### config.mk
export PLATFORM = sky130hd
export DESIGN_NAME = replacement_selection_runs_unit_flat
export DESIGN_NICKNAME = d
export VERILOG_FILES = /design/src/design/rsr_pkg.sv /design/src/design/rsr_in_if.sv /design/src/design/rsr_out_if.sv /design/src/design/rsr_cfg_if.sv /design/src/design/replacement_selection_runs_unit.sv /design/src/flat_wrapper.sv
export SDC_FILE = /design/constraint.sdc
export NUM_CORES = 1
export LEC_CHECK = 0
export ABC_AREA = 1
export BUFFER_PORTS_ARGS = -buffer_cell sky130_fd_sc_hd__buf_4
export CAP_MARGIN = 5
export CORE_MARGIN = 10
export CORE_UTILIZATION = 40
export CTS_CLUSTER_SIZE = 25
export DETAILED_ROUTE_END_ITERATION = 10
export SETUP_SLACK_MARGIN = 0.2
export SLEW_MARGIN = 10
export SYNTH_ARGS = -nofsm -noshare
export SYNTH_HDL_FRONTEND = slang
export SYNTH_SLANG_ARGS = --single-unit
### constraint.sdc
create_clock -name i_clk -period 16.75 [get_ports i_clk]
set_input_delay 4.1875 -clock i_clk [delete_from_list [all_inputs] [get_ports i_clk]]
set_output_delay 4.1875 -clock i_clk [all_outputs]
set_load 0.01 [all_outputs]
### src/design/rsr_pkg.sv
// ----------------------------------------------------------------------------
// rsr_pkg: shared constants for the replacement selection run unit
// Field widths of the record, result and configuration channels, and the
// default slot count.
// ----------------------------------------------------------------------------
package rsr_pkg;

    localparam int SLOTS_DEF = 16;
    localparam int KEY_W     = 32;
    localparam int TAG_W     = 16;
    localparam int RUN_W     = 16;
    localparam int CFG_W     = 5;

    localparam logic [CFG_W-1:0] CFG_RESET = 5'd16;

endpackage

### src/design/rsr_in_if.sv
// ----------------------------------------------------------------------------
// rsr_in_if: record request channel
// Valid/ready channel carrying one record key, tag and last-record mark.
// ----------------------------------------------------------------------------
interface rsr_in_if;

    logic                      valid;
    logic                      ready;
    logic [rsr_pkg::KEY_W-1:0] record_key;
    logic [rsr_pkg::TAG_W-1:0] record_tag;
    logic                      final_record;

    modport source (output valid, output record_key, output record_tag,
                    output final_record, input ready);
    modport sink   (input valid, input record_key, input record_tag,
                    input final_record, output ready);

endinterface

### src/design/rsr_out_if.sv
// ----------------------------------------------------------------------------
// rsr_out_if: emitted record channel
// Valid/ready channel carrying one emitted key, tag, run number and end flag.
// ----------------------------------------------------------------------------
interface rsr_out_if;

    logic                      valid;
    logic                      ready;
    logic [rsr_pkg::KEY_W-1:0] out_key;
    logic [rsr_pkg::TAG_W-1:0] out_tag;
    logic [rsr_pkg::RUN_W-1:0] run_index;
    logic                      stream_done;

    modport source (output valid, output out_key, output out_tag,
                    output run_index, output stream_done, input ready);
    modport sink   (input valid, input out_key, input out_tag,
                    input run_index, input stream_done, output ready);

endinterface

### src/design/rsr_cfg_if.sv
// ----------------------------------------------------------------------------
// rsr_cfg_if: configuration write channel
// Valid/ready channel carrying the slot count register write data.
// ----------------------------------------------------------------------------
interface rsr_cfg_if;

    logic                      valid;
    logic                      ready;
    logic [rsr_pkg::CFG_W-1:0] slots_in_use;

    modport source (output valid, output slots_in_use, input ready);
    modport sink   (input valid, input slots_in_use, output ready);

endinterface

### src/design/replacement_selection_runs_unit.sv
// ----------------------------------------------------------------------------
// replacement_selection_runs_unit: replacement selection run generator
// Fill records are written straight into the next free slot. A replacing
// record, and each drain result, passes prepare, a scan of all slots and
// emit before it is registered. No record is taken until the unit is idle
// again; the single key comparator scans the slots one per cycle.
// Reset clears control, occupancy, freeze bits, run number and the register
// (to 16); slot keys and tags are not reset.
// ----------------------------------------------------------------------------
module replacement_selection_runs_unit #(
    parameter int SLOTS = rsr_pkg::SLOTS_DEF
) (
    input  logic       i_clk,
    input  logic       i_rst_n,
    rsr_cfg_if.sink    i_cfg,
    rsr_in_if.sink     i_rec,
    rsr_out_if.source  o_res
);

    localparam int IW = (SLOTS > 1) ? $clog2(SLOTS) : 1;
    localparam int CW = $clog2(SLOTS + 1);

    typedef enum logic [1:0] {ST_IDLE, ST_PREP, ST_SCAN, ST_EMIT} t_state;

    t_state                    r_state;
    logic [IW-1:0]             r_idx;
    logic [IW-1:0]             r_best_idx;
    logic [rsr_pkg::KEY_W-1:0] r_best_key;
    logic [rsr_pkg::TAG_W-1:0] r_best_tag;
    logic                      r_have_best;
    logic                      r_drain;
    logic                      r_fin;
    logic [rsr_pkg::KEY_W-1:0] r_new_key;
    logic [rsr_pkg::TAG_W-1:0] r_new_tag;
    logic [rsr_pkg::KEY_W-1:0] r_keys [SLOTS];
    logic [rsr_pkg::TAG_W-1:0] r_tags [SLOTS];
    logic [SLOTS-1:0]          r_occ;
    logic [SLOTS-1:0]          r_frz;
    logic [CW-1:0]             r_fill;
    logic [rsr_pkg::RUN_W-1:0] r_run;
    logic [rsr_pkg::CFG_W-1:0] r_slots_in_use;
    logic                      r_out_valid;
    logic [rsr_pkg::KEY_W-1:0] r_out_key;
    logic [rsr_pkg::TAG_W-1:0] r_out_tag;
    logic [rsr_pkg::RUN_W-1:0] r_out_run;
    logic                      r_out_done;

    logic [CW-1:0]             eff_m;
    logic                      rec_fire;
    logic                      cfg_fire;
    logic                      filling;
    logic                      stuck;
    logic                      cand;
    logic                      better;
    logic                      emit_fire;
    logic [SLOTS-1:0]          best_mask;
    logic                      done;
    logic                      wr_en;
    logic [IW-1:0]             wr_addr;
    logic [rsr_pkg::KEY_W-1:0] wr_key;
    logic [rsr_pkg::TAG_W-1:0] wr_tag;

    always_comb begin
        if (r_slots_in_use == '0) begin
            eff_m = CW'(1);
        end else if (32'(r_slots_in_use) > 32'(SLOTS)) begin
            eff_m = CW'(SLOTS);
        end else begin
            eff_m = CW'(r_slots_in_use);
        end
    end

    assign i_cfg.ready = (r_state == ST_IDLE);
    assign i_rec.ready = (r_state == ST_IDLE) && !i_cfg.valid;
    assign cfg_fire    = i_cfg.valid && i_cfg.ready;
    assign rec_fire    = i_rec.valid && i_rec.ready;
    assign filling     = (r_fill < eff_m);

    assign stuck     = (|r_occ) && ((r_occ & ~r_frz) == '0);
    assign cand      = r_occ[r_idx] && !r_frz[r_idx];
    assign better    = cand && (!r_have_best || (r_keys[r_idx] < r_best_key));
    assign emit_fire = (r_state == ST_EMIT) && (!r_out_valid || o_res.ready);
    assign best_mask = SLOTS'(1) << r_best_idx;
    assign done      = r_drain && ((r_occ & ~best_mask) == '0);

    always_comb begin
        wr_en   = 1'b0;
        wr_addr = r_best_idx;
        wr_key  = r_new_key;
        wr_tag  = r_new_tag;
        if (rec_fire && filling) begin
            wr_en   = 1'b1;
            wr_addr = r_fill[IW-1:0];
            wr_key  = i_rec.record_key;
            wr_tag  = i_rec.record_tag;
        end else if (emit_fire && !r_drain) begin
            wr_en = 1'b1;
        end
    end

    always_ff @(posedge i_clk) begin
        if (wr_en) begin
            r_keys[wr_addr] <= wr_key;
            r_tags[wr_addr] <= wr_tag;
        end
    end

    always_ff @(posedge i_clk) begin
        if (!i_rst_n) begin
            r_state        <= ST_IDLE;
            r_idx          <= '0;
            r_best_idx     <= '0;
            r_have_best    <= 1'b0;
            r_drain        <= 1'b0;
            r_fin          <= 1'b0;
            r_occ          <= '0;
            r_frz          <= '0;
            r_fill         <= '0;
            r_run          <= '0;
            r_slots_in_use <= rsr_pkg::CFG_RESET;
            r_out_valid    <= 1'b0;
        end else begin
            if (r_out_valid && o_res.ready && !emit_fire) begin
                r_out_valid <= 1'b0;
            end
            case (r_state)
                ST_IDLE: begin
                    if (cfg_fire) begin
                        r_slots_in_use <= i_cfg.slots_in_use;
                        r_occ          <= '0;
                        r_frz          <= '0;
                        r_fill         <= '0;
                        r_run          <= '0;
                    end else if (rec_fire) begin
                        r_new_key <= i_rec.record_key;
                        r_new_tag <= i_rec.record_tag;
                        r_fin     <= i_rec.final_record;
                        if (filling) begin
                            r_occ[r_fill[IW-1:0]] <= 1'b1;
                            r_frz[r_fill[IW-1:0]] <= 1'b0;
                            r_fill                <= r_fill + CW'(1);
                            r_drain               <= 1'b1;
                            if (i_rec.final_record) begin
                                r_state <= ST_PREP;
                            end
                        end else begin
                            r_drain <= 1'b0;
                            r_state <= ST_PREP;
                        end
                    end
                end
                ST_PREP: begin
                    if (stuck) begin
                        r_run <= r_run + rsr_pkg::RUN_W'(1);
                        r_frz <= '0;
                    end
                    r_idx       <= '0;
                    r_have_best <= 1'b0;
                    r_state     <= ST_SCAN;
                end
                ST_SCAN: begin
                    if (better) begin
                        r_have_best <= 1'b1;
                        r_best_idx  <= r_idx;
                        r_best_key  <= r_keys[r_idx];
                        r_best_tag  <= r_tags[r_idx];
                    end
                    if (r_idx == IW'(SLOTS - 1)) begin
                        r_state <= ST_EMIT;
                    end else begin
                        r_idx <= r_idx + IW'(1);
                    end
                end
                ST_EMIT: begin
                    if (emit_fire) begin
                        r_out_valid <= 1'b1;
                        r_out_key   <= r_best_key;
                        r_out_tag   <= r_best_tag;
                        r_out_run   <= r_run;
                        r_out_done  <= done;
                        if (!r_drain) begin
                            r_frz[r_best_idx] <= (r_new_key < r_best_key);
                            r_drain           <= 1'b1;
                            r_state           <= r_fin ? ST_PREP : ST_IDLE;
                        end else if (done) begin
                            r_occ   <= '0;
                            r_frz   <= '0;
                            r_fill  <= '0;
                            r_run   <= '0;
                            r_state <= ST_IDLE;
                        end else begin
                            r_occ[r_best_idx] <= 1'b0;
                            r_frz[r_best_idx] <= 1'b0;
                            r_state           <= ST_PREP;
                        end
                    end
                end
                default: begin
                    r_state <= ST_IDLE;
                end
            endcase
        end
    end

    assign o_res.valid       = r_out_valid;
    assign o_res.out_key     = r_out_key;
    assign o_res.out_tag     = r_out_tag;
    assign o_res.run_index   = r_out_run;
    assign o_res.stream_done = r_out_done;

    a_frz_occ: assert property (@(posedge i_clk) disable iff (!i_rst_n)
        (r_frz & ~r_occ) == '0)
        else $error("frozen slot not occupied");

    a_fill_max: assert property (@(posedge i_clk) disable iff (!i_rst_n)
        32'(r_fill) <= 32'(SLOTS))
        else $error("fill count beyond slot count");

    a_emit_best: assert property (@(posedge i_clk) disable iff (!i_rst_n)
        (r_state == ST_EMIT) |-> r_have_best)
        else $error("emit without a selected slot");

    a_done_clear: assert property (@(posedge i_clk) disable iff (!i_rst_n)
        (emit_fire && done) |=> (r_occ == '0) && (r_fill == '0) && (r_run == '0))
        else $error("stream not cleared after drain");

    a_scan_live: assert property (@(posedge i_clk) disable iff (!i_rst_n)
        (r_state == ST_SCAN) |-> ((r_occ & ~r_frz) != '0))
        else $error("scan with no live slot");

endmodule

### src/flat_wrapper.sv
// flat-port wrapper written by rule: the top's interface ports become plain ports
module replacement_selection_runs_unit_flat 
#(
    parameter int SLOTS = rsr_pkg::SLOTS_DEF
)
  (i_clk, i_rst_n, i_cfg_valid, i_cfg_slots_in_use, i_cfg_ready, i_rec_valid, i_rec_record_key, i_rec_record_tag, i_rec_final_record, i_rec_ready, o_res_valid, o_res_out_key, o_res_out_tag, o_res_run_index, o_res_stream_done, o_res_ready);
  rsr_cfg_if i_cfg_i ();
  rsr_in_if i_rec_i ();
  rsr_out_if o_res_i ();
  input  logic i_clk;
  input  logic i_rst_n;
  input wire logic [$bits(i_cfg_i.valid)-1:0] i_cfg_valid;
  input wire logic [$bits(i_cfg_i.slots_in_use)-1:0] i_cfg_slots_in_use;
  output wire logic [$bits(i_cfg_i.ready)-1:0] i_cfg_ready;
  input wire logic [$bits(i_rec_i.valid)-1:0] i_rec_valid;
  input wire logic [$bits(i_rec_i.record_key)-1:0] i_rec_record_key;
  input wire logic [$bits(i_rec_i.record_tag)-1:0] i_rec_record_tag;
  input wire logic [$bits(i_rec_i.final_record)-1:0] i_rec_final_record;
  output wire logic [$bits(i_rec_i.ready)-1:0] i_rec_ready;
  output wire logic [$bits(o_res_i.valid)-1:0] o_res_valid;
  output wire logic [$bits(o_res_i.out_key)-1:0] o_res_out_key;
  output wire logic [$bits(o_res_i.out_tag)-1:0] o_res_out_tag;
  output wire logic [$bits(o_res_i.run_index)-1:0] o_res_run_index;
  output wire logic [$bits(o_res_i.stream_done)-1:0] o_res_stream_done;
  input wire logic [$bits(o_res_i.ready)-1:0] o_res_ready;
  assign i_cfg_i.valid = i_cfg_valid;
  assign i_cfg_i.slots_in_use = i_cfg_slots_in_use;
  assign i_cfg_ready = i_cfg_i.ready;
  assign i_rec_i.valid = i_rec_valid;
  assign i_rec_i.record_key = i_rec_record_key;
  assign i_rec_i.record_tag = i_rec_record_tag;
  assign i_rec_i.final_record = i_rec_final_record;
  assign i_rec_ready = i_rec_i.ready;
  assign o_res_valid = o_res_i.valid;
  assign o_res_out_key = o_res_i.out_key;
  assign o_res_out_tag = o_res_i.out_tag;
  assign o_res_run_index = o_res_i.run_index;
  assign o_res_stream_done = o_res_i.stream_done;
  assign o_res_i.ready = o_res_ready;
  replacement_selection_runs_unit #(.SLOTS(SLOTS)) u_core (.i_clk(i_clk), .i_rst_n(i_rst_n), .i_cfg(i_cfg_i), .i_rec(i_rec_i), .o_res(o_res_i));
endmodule
==> flow_metrics.tcl <==
set metrics [dict create \
    worst-endpoint-required_ns 12.56 \
    synthMuxAreaShare_pct 0 \
    total_leakage_power_nw 15.8 \
    synth_cell_types 41 \
    worstMarginPinSlew_ns 1.18 \
    first_global_vias 24800 \
    holdCritPathClass "reg -> reg" \
    post_route_drc 0 \
    yosys-top-cells-area "sky130_fd_sc_hd__edfxtp_1 (69%), sky130_fd_sc_hd__o21ai_0 (4.9%), sky130_fd_sc_hd__nor2_1 (4.2%), sky130_fd_sc_hd__dfxtp_1 (3.7%), sky130_fd_sc_hd__nand2_1 (3.3%)" \
    finalSetupTns_ns 0 \
    nets 3474 \
    clock_tree_sinks 1005 \
    period_minus_slack_ns 8.89 \
    io_pins 127 \
    route.antenna.remaining_nets 0 \
    status "complete, no violations" \
    fp.dieH_um 339 \
    core_um2 100000 \
    vias 26500 \
    tritoncts_clock_tree "yes" \
    final-max-slew-violation-count 0 \
    cts_max_level 3 \
    numCtsBuffers 102 \
    dp_worst_setup_slack_ns 7.85 \
    grt_overflow 0 \
    area_growth_from_synthesis_to_final_layout_pct 14.3 \
    power.internal_mw 4.69 \
    floorplan.initialDensity_pct 40.5 \
    timing.fmax_mhz 112 \
    worst_hold_slack_ns 0.413 \
    grt.met2_usage_pct 28.1 \
    switchingPower_mw 2.02 \
    totalWireLength_um 109000 \
    timing.critical_path.from_type "primary input" \
    global_route_hottest_layer "met2" \
    placementRows 116 \
    postLayoutCellArea_um2 46500 \
    routed_vias_inst 5.55 \
    critPathKind "in -> out" \
    drive_above_1_share_pct 10.7 \
    setup_viol 0 \
    sequentialPowerShare_pct 46.2 \
    synth_largest_area_cell "sky130_fd_sc_hd__edfxtp_1" \
    yosys-top-cells-count "sky130_fd_sc_hd__edfxtp_1 (929), sky130_fd_sc_hd__nor2_1 (456), sky130_fd_sc_hd__o21ai_0 (395)" \
    synth-seq-area-share_pct 72.4 \
    cts.repair.resized 0 \
    power.ir.vdd_worst_v 0.000109 \
    combPwrFrac_pct 19.7 \
    cellPowerDensity_nw_per_um2 145 \
    cts_post_setup_buffers_inserted 0 \
    cts_hold_buf 0 \
    share_clk_of_total_power_pct 34.0 \
    worst_ep_arrival_time_ns 4.70 \
    grt_first_pass_wirelength_um 162000 \
    clockBufferDepth 3 \
    netSwitchingFraction_pct 30.1 \
    initialDrtViolationCount 2952 \
    met3_usage_pct 3.12 \
    synth_top_family_by_area "compound AO/OA/AOI/OAI gates" \
    worstSetupEndpointType "output port" \
    synth_enable_flop_cells 929 \
    globalRouteTotalUtil_pct 18.2 \
    synth_top_flop_cell "sky130_fd_sc_hd__edfxtp_1" \
    most_frequent_cell_after_synthesis "sky130_fd_sc_hd__edfxtp_1" \
    grt_max_degree 98 \
    die_w_um 339 \
    detailedRoute.firstPassIterationCount 5 \
    synth-adder-area-share_pct 2.34 \
    maxCapViolations 0 \
    mappedNetlistArea_um2 40600 \
    place_area_um2 43100 \
    final_hold_viol_count 0 \
    post-synth-top-area-fraction_pct 68.6 \
    mappedNetlistNets 3381 \
    rsz_0062_raised_after_global_routing "false" \
    yosysWarnings 0 \
    async_flop_share_pct 0 \
    synth_compound_area_share_pct 11.0 \
    grt_antenna_before_repair 3 \
    synth.ff_latch_count 1005 \
    post_layout_utilization_of_the_core_pct 46.3 \
    hpwl_um 61500 \
    numPortBuffers 126 \
    insertion_delay_ns 0.68 \
    floorplan.die_area_um2 115000 \
    gate_count_after_technology_mapping 3246 \
    critical_path.max_fanout 4 \
    synthSimpleGateAreaFrac_pct 11.0 \
    fin_crit_sh_pct 53.1 \
    wl_per_cell_um 22.8 \
    clk_root_buffer_cell "sky130_fd_sc_hd__clkbuf_16" \
    gp_congestion 0.871 \
    timing.final.ws_setup_ns 7.86 \
    clock_skew_ns 0.0273 \
    slew_headroom_pct 21.0 \
    grtUsageMet1_pct 26.5 \
    synthXorXnorAreaFrac_pct 0.280 \
    syn_avg_cell_area_um2 12.5 \
    clk_pin_slew_worst_paths_ns 0.06 \
]
[worst max-delay path: stages]
cell	delay (ns)
sky130_fd_sc_hd__buf_4	0.11
sky130_fd_sc_hd__nor2_1	0.23
sky130_fd_sc_hd__buf_4	0.18
[metrics by stage]
| stage | instances | total power, mW |
|---|---|---|
| floorplan | 3246 | 4.02 |
| global placement | 4592 | 4.45 |
| detailed placement | 4592 | 4.47 |
| CTS | 4784 | 6.74 |
| global route | 4784 | 7.02 |
| finish | 4785 | 6.72 |
[layout by cell type, fill, tap and decap left out, drive strengths merged, types with 3 or more instances in the layout]
master	Yosys	final
nor2	458	458
clkinv	3	62
buf	23	171
clkbuf	159	118
nor4	10	10
o21ai	400	400
nand2	358	358
o221ai	88	88
dfxtp	76	76
inv	128	128
a211oi	6	6
a21oi	88	88
nand3	104	104
o31ai	15	15
o211ai	46	46
ha	76	76
o22ai	108	108
xor2	11	11
nor3	99	99
nor3b	8	8
clkinvlp	0	3
a31oi	4	4
nand4	36	36
bufinv	0	12
edfxtp	929	929
[final timing paths]
check / to / startpoint / cells past startpoint / slack (ns)
worst max register to register: u_core.r_best_key[15]$_DFFE_PP_ / flop / 21 / 10.64
worst min-delay path: u_core.o_res.out_tag[0]$_DFFE_PP_ / u_core.r_best_tag[0]$_DFFE_PP_ / 0 / 0.41
worst min register to register: u_core.o_res.out_tag[0]$_DFFE_PP_ / u_core.r_best_tag[0]$_DFFE_PP_ / 0 / 0.41
worst max-delay path: i_rec_ready / i_cfg_valid / 3 / 7.86
[power by group through the flow]
stage	sequential (mW)	combinational [mW]	clock, mW
3_5_place_dp	3.15	1.31	0
4_1_cts	3.10	1.32	2.32
3_3_place_gp	3.15	1.30	0
6_report	3.11	1.33	2.29
5_1_grt	3.12	1.48	2.42
2_1_floorplan	3.11	0.906	0
[routing by layer]
metal,vias to the layer above,share of wire [%]
li1,12200,-
met1,13100,45
met2,1076,45
met3,131,8.1
met4,0,1.9
met5,-,0
[layout make-up]
class	count	area (um^2)
Sequential cell	1005	29400
Tap cell	1357	1700
Multi-Input combinational cell	1928	10200
Clock inverter	74	719
Clock buffer	118	2660
Timing Repair Buffer	171	1280
Fill cell	8978	54000
Inverter	131	499
Antenna cell	1	2.50
[state kept, by name, indices dropped and copies added, names as in the netlist, 5 cells and up, named ones only]
signal                  flops
u_core.r_frz               16
u_core.r_new_tag           16
u_core.o_res.out_tag       16
u_core.r_new_key           32
u_core.o_res.run_index     16
u_core.r_tags             256
u_core.r_best_key          32
u_core.r_best_tag          16
u_core.r_fill               5
u_core.r_slots_in_use       5
u_core.o_res.out_key       32
u_core.r_occ               16
u_core.r_keys             512
u_core.r_run               16
[cells by family (layout without fill, tap and decap cells)]
group / count (synthesis) / after routing
buf+inv: 313 / 494
compound gates: 762 / 762
simple gates: 1077 / 1077
xor+xnor: 13 / 13
fa+ha+maj: 76 / 76
flops: 1005 / 1005
other cells: 0 / 1
No activity file was read; power rests on OpenSTA's default activity.
